**config.mk**
```make
export PLATFORM = sky130hd
export DESIGN_NAME = cfgchk_back_flat
export DESIGN_NICKNAME = d
export VERILOG_FILES = /design/src/design/cfgchk_pkg.sv /design/src/design/cfgchk_intf.sv /design/src/design/cfgchk_back.sv /design/src/flat_wrapper.sv
export SDC_FILE = /design/constraint.sdc
export NUM_CORES = 1
export LEC_CHECK = 0
export BUFFER_PORTS_ARGS = -buffer_cell sky130_fd_sc_hd__clkbuf_2
export CORE_ASPECT_RATIO = 1.75
export CORE_MARGIN = 3
export CORE_UTILIZATION = 54
export CTS_CLUSTER_DIAMETER = 50
export DETAILED_ROUTE_END_ITERATION = 16
export MAX_ROUTING_LAYER = met4
export PLACE_DENSITY_LB_ADDON = 0.08
export SLEW_MARGIN = 20
export SYNTH_ARGS = -nofsm -noshare
export SYNTH_HDL_FRONTEND = slang
export SYNTH_SLANG_ARGS = --single-unit
```
**constraint.sdc**
```tcl
create_clock -name clk -period 6.1 [get_ports clk]
set_input_delay 1.22 -clock clk [delete_from_list [all_inputs] [get_ports clk]]
set_output_delay 1.22 -clock clk [all_outputs]
set_load 0.05 [all_outputs]
```
**src/design/cfgchk_pkg.sv**
```systemverilog
// Shared constants, types and helper functions for the settings record checker.
package cfgchk_pkg;

  localparam int RECORD_BYTES = 32;
  localparam int POS_W        = $clog2(RECORD_BYTES);
  localparam int QUEUE_DEPTH  = 2;

  // Byte offsets of the record sections.
  localparam int POS_VERSION  = 4;
  localparam int POS_ID       = 8;
  localparam int POS_WIDTH    = 12;
  localparam int POS_HEIGHT   = 16;
  localparam int POS_GAIN     = 20;
  localparam int POS_MODE     = 22;
  localparam int POS_PAD      = 24;
  localparam int HASHED_BYTES = 28;

  localparam logic [31:0] HASH_BASIS     = 32'd2166136261;
  localparam logic [7:0]  FORMAT_VERSION = 8'd1;
  localparam logic [31:0] WIDTH_MIN      = 32'd160;
  localparam logic [31:0] WIDTH_MAX      = 32'd8192;
  localparam logic [31:0] HEIGHT_MIN     = 32'd120;
  localparam logic [31:0] HEIGHT_MAX     = 32'd8192;
  localparam logic [15:0] GAIN_MAX       = 16'd256;
  localparam logic [15:0] MODE_MAX       = 16'd1;

  typedef enum logic [3:0] {
    KIND_MAGIC,
    KIND_VERSION,
    KIND_ID,
    KIND_WIDTH,
    KIND_HEIGHT,
    KIND_GAIN,
    KIND_MODE,
    KIND_PAD,
    KIND_SUM
  } kind_t;

  // One classified byte, front to back.
  typedef struct packed {
    logic [7:0] data;
    kind_t      kind;
    logic       hashed;
    logic       hdr_bad;
    logic       last;
  } cmd_t;

  typedef struct packed {
    logic full;
    logic empty;
  } q_status_t;

  function automatic logic [7:0] magic_byte(input logic [1:0] idx);
    logic [7:0] b;
    unique case (idx)
      2'd0:    b = 8'h42;  // B
      2'd1:    b = 8'h53;  // S
      2'd2:    b = 8'h43;  // C
      default: b = 8'h46;  // F
    endcase
    return b;
  endfunction

  // FNV-1a step; prime 0x01000193 as shifts: bits 0,1,4,7,8,24.
  function automatic logic [31:0] fnv_step(input logic [31:0] h, input logic [7:0] b);
    logic [31:0] x;
    x = h ^ {24'd0, b};
    return x + (x << 1) + (x << 4) + (x << 7) + (x << 8) + (x << 24);
  endfunction

endpackage

```
**src/design/cfgchk_intf.sv**
```systemverilog


interface record_result_if;
  import cfgchk_pkg::*;
  logic        valid;
  logic        ready;
  logic        record_ok;
  logic [31:0] game_id;
  logic [31:0] window_width;
  logic [31:0] window_height;
  logic [15:0] gain_q8;
  logic        fullscreen;

  modport source(output valid, output record_ok, output game_id, output window_width,
                 output window_height, output gain_q8, output fullscreen, input ready);
  modport sink(input valid, input record_ok, input game_id, input window_width,
               input window_height, input gain_q8, input fullscreen, output ready);
endinterface

```
**src/design/cfgchk_back.sv**
```systemverilog
// Back end: hash, field collection, final checks and the result register.
module cfgchk_back (
  input  logic                  clk,
  input  logic                  rst_n,
  input  cfgchk_pkg::cmd_t      head,
  input  cfgchk_pkg::q_status_t q_status,
  output logic                  pop,
  record_result_if.source       out_chan
);
  import cfgchk_pkg::*;

  logic [31:0] hash_r, hash_nxt;
  logic        hdr_good_r, hdr_good_nxt;
  logic [31:0] id_r, id_nxt;
  logic [31:0] width_r, width_nxt;
  logic [31:0] height_r, height_nxt;
  logic [15:0] gain_r, gain_nxt;
  logic [15:0] mode_r, mode_nxt;
  logic [31:0] sum_r, sum_nxt;

  logic        out_valid_r, out_valid_nxt;
  logic        out_ok_r;
  logic [31:0] out_id_r;
  logic [31:0] out_width_r;
  logic [31:0] out_height_r;
  logic [15:0] out_gain_r;
  logic        out_full_r;

  logic        load;
  logic        rec_ok;

  // A last byte waits until the result register is free or being drained.
  assign pop  = !q_status.empty && (!head.last || !out_valid_r || out_chan.ready);
  assign load = pop && head.last;

  always_comb begin
    hash_nxt     = hash_r;
    hdr_good_nxt = hdr_good_r;
    id_nxt       = id_r;
    width_nxt    = width_r;
    height_nxt   = height_r;
    gain_nxt     = gain_r;
    mode_nxt     = mode_r;
    sum_nxt      = sum_r;
    if (pop) begin
      if (head.hashed) begin
        hash_nxt = fnv_step(hash_r, head.data);
      end
      hdr_good_nxt = hdr_good_r && !head.hdr_bad;
      unique case (head.kind)
        KIND_ID:     id_nxt     = {head.data, id_r[31:8]};
        KIND_WIDTH:  width_nxt  = {head.data, width_r[31:8]};
        KIND_HEIGHT: height_nxt = {head.data, height_r[31:8]};
        KIND_GAIN:   gain_nxt   = {head.data, gain_r[15:8]};
        KIND_MODE:   mode_nxt   = {head.data, mode_r[15:8]};
        KIND_SUM:    sum_nxt    = {head.data, sum_r[31:8]};
        default:     ;
      endcase
    end
  end

  assign rec_ok = hdr_good_nxt && (sum_nxt == hash_nxt) && (mode_nxt <= MODE_MAX) &&
                  (width_nxt >= WIDTH_MIN) && (width_nxt <= WIDTH_MAX) &&
                  (height_nxt >= HEIGHT_MIN) && (height_nxt <= HEIGHT_MAX) &&
                  (gain_nxt <= GAIN_MAX);

  assign out_valid_nxt = load || (out_valid_r && !out_chan.ready);

  always_ff @(posedge clk) begin
    if (!rst_n || load) begin
      hash_r     <= HASH_BASIS;
      hdr_good_r <= 1'b1;
      id_r       <= '0;
      width_r    <= '0;
      height_r   <= '0;
      gain_r     <= '0;
      mode_r     <= '0;
      sum_r      <= '0;
    end else begin
      hash_r     <= hash_nxt;
      hdr_good_r <= hdr_good_nxt;
      id_r       <= id_nxt;
      width_r    <= width_nxt;
      height_r   <= height_nxt;
      gain_r     <= gain_nxt;
      mode_r     <= mode_nxt;
      sum_r      <= sum_nxt;
    end
  end

  always_ff @(posedge clk) begin
    if (!rst_n) begin
      out_valid_r <= 1'b0;
    end else begin
      out_valid_r <= out_valid_nxt;
    end
  end

  always_ff @(posedge clk) begin
    if (load) begin
      out_ok_r     <= rec_ok;
      out_id_r     <= id_nxt;
      out_width_r  <= width_nxt;
      out_height_r <= height_nxt;
      out_gain_r   <= gain_nxt;
      out_full_r   <= mode_nxt != '0;
    end
  end

  assign out_chan.valid         = out_valid_r;
  assign out_chan.record_ok     = out_ok_r;
  assign out_chan.game_id       = out_id_r;
  assign out_chan.window_width  = out_width_r;
  assign out_chan.window_height = out_height_r;
  assign out_chan.gain_q8       = out_gain_r;
  assign out_chan.fullscreen    = out_full_r;

endmodule

```
**src/flat_wrapper.sv**
```systemverilog
// flat-port wrapper written by rule: the top's interface ports become plain ports
module cfgchk_back_flat import cfgchk_pkg::*;
  (clk, rst_n, head, q_status, pop, out_chan_valid, out_chan_record_ok, out_chan_game_id, out_chan_window_width, out_chan_window_height, out_chan_gain_q8, out_chan_fullscreen, out_chan_ready);
  record_result_if out_chan_i ();
  input  logic clk;
  input  logic rst_n;
  input  cfgchk_pkg::cmd_t head;
  input  cfgchk_pkg::q_status_t q_status;
  output logic pop;
  output wire logic [$bits(out_chan_i.valid)-1:0] out_chan_valid;
  output wire logic [$bits(out_chan_i.record_ok)-1:0] out_chan_record_ok;
  output wire logic [$bits(out_chan_i.game_id)-1:0] out_chan_game_id;
  output wire logic [$bits(out_chan_i.window_width)-1:0] out_chan_window_width;
  output wire logic [$bits(out_chan_i.window_height)-1:0] out_chan_window_height;
  output wire logic [$bits(out_chan_i.gain_q8)-1:0] out_chan_gain_q8;
  output wire logic [$bits(out_chan_i.fullscreen)-1:0] out_chan_fullscreen;
  input wire logic [$bits(out_chan_i.ready)-1:0] out_chan_ready;
  assign out_chan_valid = out_chan_i.valid;
  assign out_chan_record_ok = out_chan_i.record_ok;
  assign out_chan_game_id = out_chan_i.game_id;
  assign out_chan_window_width = out_chan_i.window_width;
  assign out_chan_window_height = out_chan_i.window_height;
  assign out_chan_gain_q8 = out_chan_i.gain_q8;
  assign out_chan_fullscreen = out_chan_i.fullscreen;
  assign out_chan_i.ready = out_chan_ready;
  cfgchk_back u_core (.clk(clk), .rst_n(rst_n), .head(head), .q_status(q_status), .pop(pop), .out_chan(out_chan_i));
endmodule
```
==> impl.org <==
** Synth
- Library cells used by synthesis :: 64
- In this run, synthesis inferred 114 flip-flops with an integrated enable.
- Portion of the post-synthesis area used by sequential elements :: 45.6%
- Syn Std Cell Area :: 0.0160 mm^2
- Of all flip-flops after synthesis, the portion carrying an async set or reset was 0%.
- Yosys warnings :: 0
- After technology mapping, the gate count stands at 1532.
- Register bit total from synthesis :: 308
- Counting every net in the synthesized netlist gives approximately 1700.
- Dividing the synthesized area by the synthesized cell count gives 10.5 um^2.
- Main flop type after synthesis :: dfxtp_1

** Worst hold path
- Counting instances, the worst hold path has a depth of 2.
- End point of the worst hold path :: u_core.sum_r[12]
- Startpoint of the worst hold path :: u_core.sum_r[12]
- Min-delay worst type :: reg -> reg

** Critical path
- Kind of end point of the critical path :: flip-flop
- Highest fanout seen on the critical path :: 4
- The worst register-to-register path has a setup slack of 0.48 ns.
- Worst Reg2Reg Path Length in Cells :: 17
- The worst setup path is launched from an input port.
- Beginning of the worst register-to-register path :: u_core.hash_r[12]
- Data arrival, critical path :: 6.25 ns
- The critical path is of the in -> reg type.
- Data on the critical path is required at its endpoint by 6.52 ns.
- Worst r2r dst :: u_core.out_chan.record_ok

** Detailed routing
- Avg Vias per Cell :: 5.56
- DR DRC count :: 0
- Across all layers, the routed design uses 11800 vias.
- The detailed router finished its first iteration with 777 violations.
- Once detail routing completed, the nets flagged for antenna violations numbered 0.
- Post-detailed-routing wire length :: 43.3 mm
- For this run, the detailed router's first-pass iteration total came to 5.
- Avg WL per Cell :: 20.3 um

** CTS
- CTS Hold Buffers Added :: 0
- TritonCTS clock tree :: done
- For this design, the sink count on the clock tree is just over 300.
- CTS root buffer :: clkbuf_16
- CTS built an H-tree with a depth of 1.
- Clk buf depth :: 3
- Clk pin slew, worst setup/hold paths :: 0.07 ns
- The number of clock buffers added by TritonCTS is 27.
- Skew-Pair Late Insertion Delay :: 0.56 ns

** STA
- Post-layout minimum cycle time :: 5.83 ns
- Setup violations remaining at the end of the flow were counted as 0.
- RSZ-0062 raised after global routing :: no
- The worst pin sits at a relative slew slack of 27.9%.
- The worst path uses 95.5% of the clock period.
- Hold Worst Slack :: 0.496 ns
- Across the routed clock network, the largest skew measured is around 0.022 ns.
- Slew Limit Fails :: 0
- The final-report hold violation count was 0.
- Transition time of the tightest slew-check pin :: 1.08 ns
- Maximum operating frequency :: 0.172 GHz

** Power and ir drop
- Overall power consumption after layout is estimated at 12.6 mW.
- VDD sags by at most 0.652 mV.
- Cell leakage power :: 8.95 nW
- In this run the power density over the cells is between 600 and 700 mW/mm^2.

** Cells and area
- From synthesis to final layout, the design area changed by 17.5%.
- Of the cells placed in the final design, the portion with a size suffix greater than 1 is 23.2%.
- Final net count :: ~1900
- 0 antenna diodes ended up in the layout.

** Floorplan
- The die is 234 um tall.
- In this run the core area contains 82 standard-cell rows.
- After floorplanning, the core was sized to cover about 0.029 mm^2.
- DIE WIDTH :: 136 um
- Pin placement for this block handled 136 I/O pins.
- Die area :: between 0.03 and 0.04 mm^2
- Effective utilization at floorplan :: 55.4%

** Placed design
- Routability congestion estimate :: between 0.9 and 1
- Count of input and output buffers :: 134
- The HPWL after detailed placement is 32.8 mm.

** GRT
- For this run the aggregate overflow at the end of global routing stands at 0.
- The via count of the first global-routing pass was 12200.
- The first global-routing pass estimated between 60 and 70 mm of wire.
- Global routing used 28.1% of the available tracks across all layers.
- Entering global routing, the biggest net connects 80 pins.
- The number of antenna violations at the first check in global routing came to 0.

** Flow run
- Max-cap check violation count :: 0

** Run status
- The run finished with clean final reports.
==> through the flow <==
stage	setup TNS, ns	instance area (um^2)	worst slack, ns	instances	utilization (%)
floorplan	0	16100	0.0308	1532	-
global placement	-0.471	17900	-0.467	2081	61.7
detailed placement	-0.673	17900	-0.543	2081	61.7
CTS	0	18800	0.00603	2131	64.9
global route	0	18800	0.0175	2131	65.1
finish	0	18800	0.272	2131	65.1
==> power breakdown <==
group / internal, mW / total (mW) / leakage [nW] / switching (mW)
Sequential: 2.20 / 2.30 / 2.64 / 0.101
Clock: 1.01 / 1.77 / 0.446 / 0.762
Combinational: 3.90 / 8.56 / 5.86 / 4.65
==> flip-flops by register name (all words and copies together), names as in the netlist, 32 cells and up <==
signal,flops
u_core.sum_r,32
u_core.id_r,32
u_core.out_chan.window_width,32
u_core.hash_r,32
u_core.height_r,32
u_core.out_chan.game_id,32
u_core.width_r,32
u_core.out_chan.window_height,32
==> cells in the mapped netlist, drive strengths merged, types with 5 or more instances <==
master	count	share of area [%]
nor4	23	0.90
buf	11	0.28
inv	143	3.3
xor2	28	1.5
or3	9	0.35
o21ai	31	0.97
nand2b	7	0.27
mux2i	56	3.5
a21oi	43	1.3
nand4	13	0.51
nor2	93	2.2
o21a	10	0.47
fa	69	8.6
a31oi	8	0.31
or4	7	0.33
nor2b	7	0.27
a211oi	9	0.42
a21o	11	0.52
dfxtp	194	24
and3	117	4.6
clkbuf	66	1.5
and2	10	0.39
nand2	155	3.6
o21bai	5	0.23
mux2	78	5.5
edfxtp	114	21
nand3	18	0.59
nor3	19	0.59
xnor2	50	2.7
and4	5	0.27
ha	61	4.8
==> cell families after synthesis <==
| kind of cell | after synthesis | synth area share (%) |
|---|---|---|
| AO/OA/AOI/OAI | 158 | 6.38 |
| adder cells (fa/ha/maj) | 130 | 13.4 |
| flip-flops | 308 | 45.6 |
| XOR/XNOR | 81 | 4.69 |
| buffers and inverters | 220 | 5.17 |
| multiplexers | 134 | 8.97 |
| AND/OR/NAND/NOR | 501 | 15.8 |
==> worst max path at each step <==
| stage | startpoint | endpoint | depth (start not counted) |
|---|---|---|---|
| floorplan | head[10] | u_core.out_chan.record_ok | 19 |
| detailed placement | head[12] | u_core.out_chan.record_ok | 21 |
| global route | head[11] | u_core.out_chan.record_ok | 21 |
| global placement | head[12] | u_core.out_chan.record_ok | 21 |
| CTS | head[12] | u_core.out_chan.record_ok | 21 |
| finish | head[8] | u_core.out_chan.record_ok | 21 |
==> per-layer routing <==
layer  vias to the layer above  wire length (um)  track usage [%]
li1                       5674                 -                -
met1                      5791             15100             28.4
met2                       279             24200             52.9
met3                       100              1790             4.01
met4                         0              2180             12.5
met5                         -                 0                -
==> placed cells by master (no fill, tap or decap), drive strengths merged, types with 10 or more instances in the layout <==
master / synthesis / layout
a21o: 11 / 11
clkbuf: 66 / 168
buf: 11 / 114
and2: 10 / 10
nand4: 13 / 13
mux2i: 56 / 56
and3: 117 / 117
xnor2: 50 / 50
mux2: 78 / 78
xor2: 28 / 28
fa: 69 / 69
o21ai: 31 / 31
nor4: 23 / 23
inv: 143 / 144
dfxtp: 194 / 194
nand2: 155 / 155
nor3: 19 / 19
o21a: 10 / 10
nand3: 18 / 18
nor2: 93 / 93
ha: 61 / 61
clkinv: 0 / 10
edfxtp: 114 / 114
a21oi: 43 / 43
==> final cells by class <==
class | count | area, um^2
Clock inverter | 16 | 163
Tap cell | 378 | 473
Inverter | 143 | 539
Fill cell | 2434 | 10100
Clock buffer | 34 | 754
Timing Repair Buffer | 248 | 1540
Multi-Input combinational cell | 1004 | 8070
Sequential cell | 308 | 7310
==> worst max-delay path, stage by stage <==
cell	delay, ns
clkbuf_2	0.14
xnor2_2	0.16
buf_4	0.17
inv_1	0.09
o21ai_0	0.28
fa_1	0.49
fa_1	0.51
inv_1	0.06
ha_1	0.31
and2_1	0.18
buf_4	0.13
o211ai_1	0.24
a21boi_2	0.17
o311ai_2	0.34
mux2_2	0.39
or4_1	0.47
o2111ai_1	0.11
nand4_1	0.15
a2111oi_2	0.24
buf_4	0.18
and4_1	0.19
==> timing repair <==
| item | CTS | global route |
|---|---|---|
| buffers inserted | 0 | 0 |
| resized for setup | 0 | 15 |
| setup endpoints to repair | 0 | 1 |
Note: power is estimated with default switching activity, not from simulation.
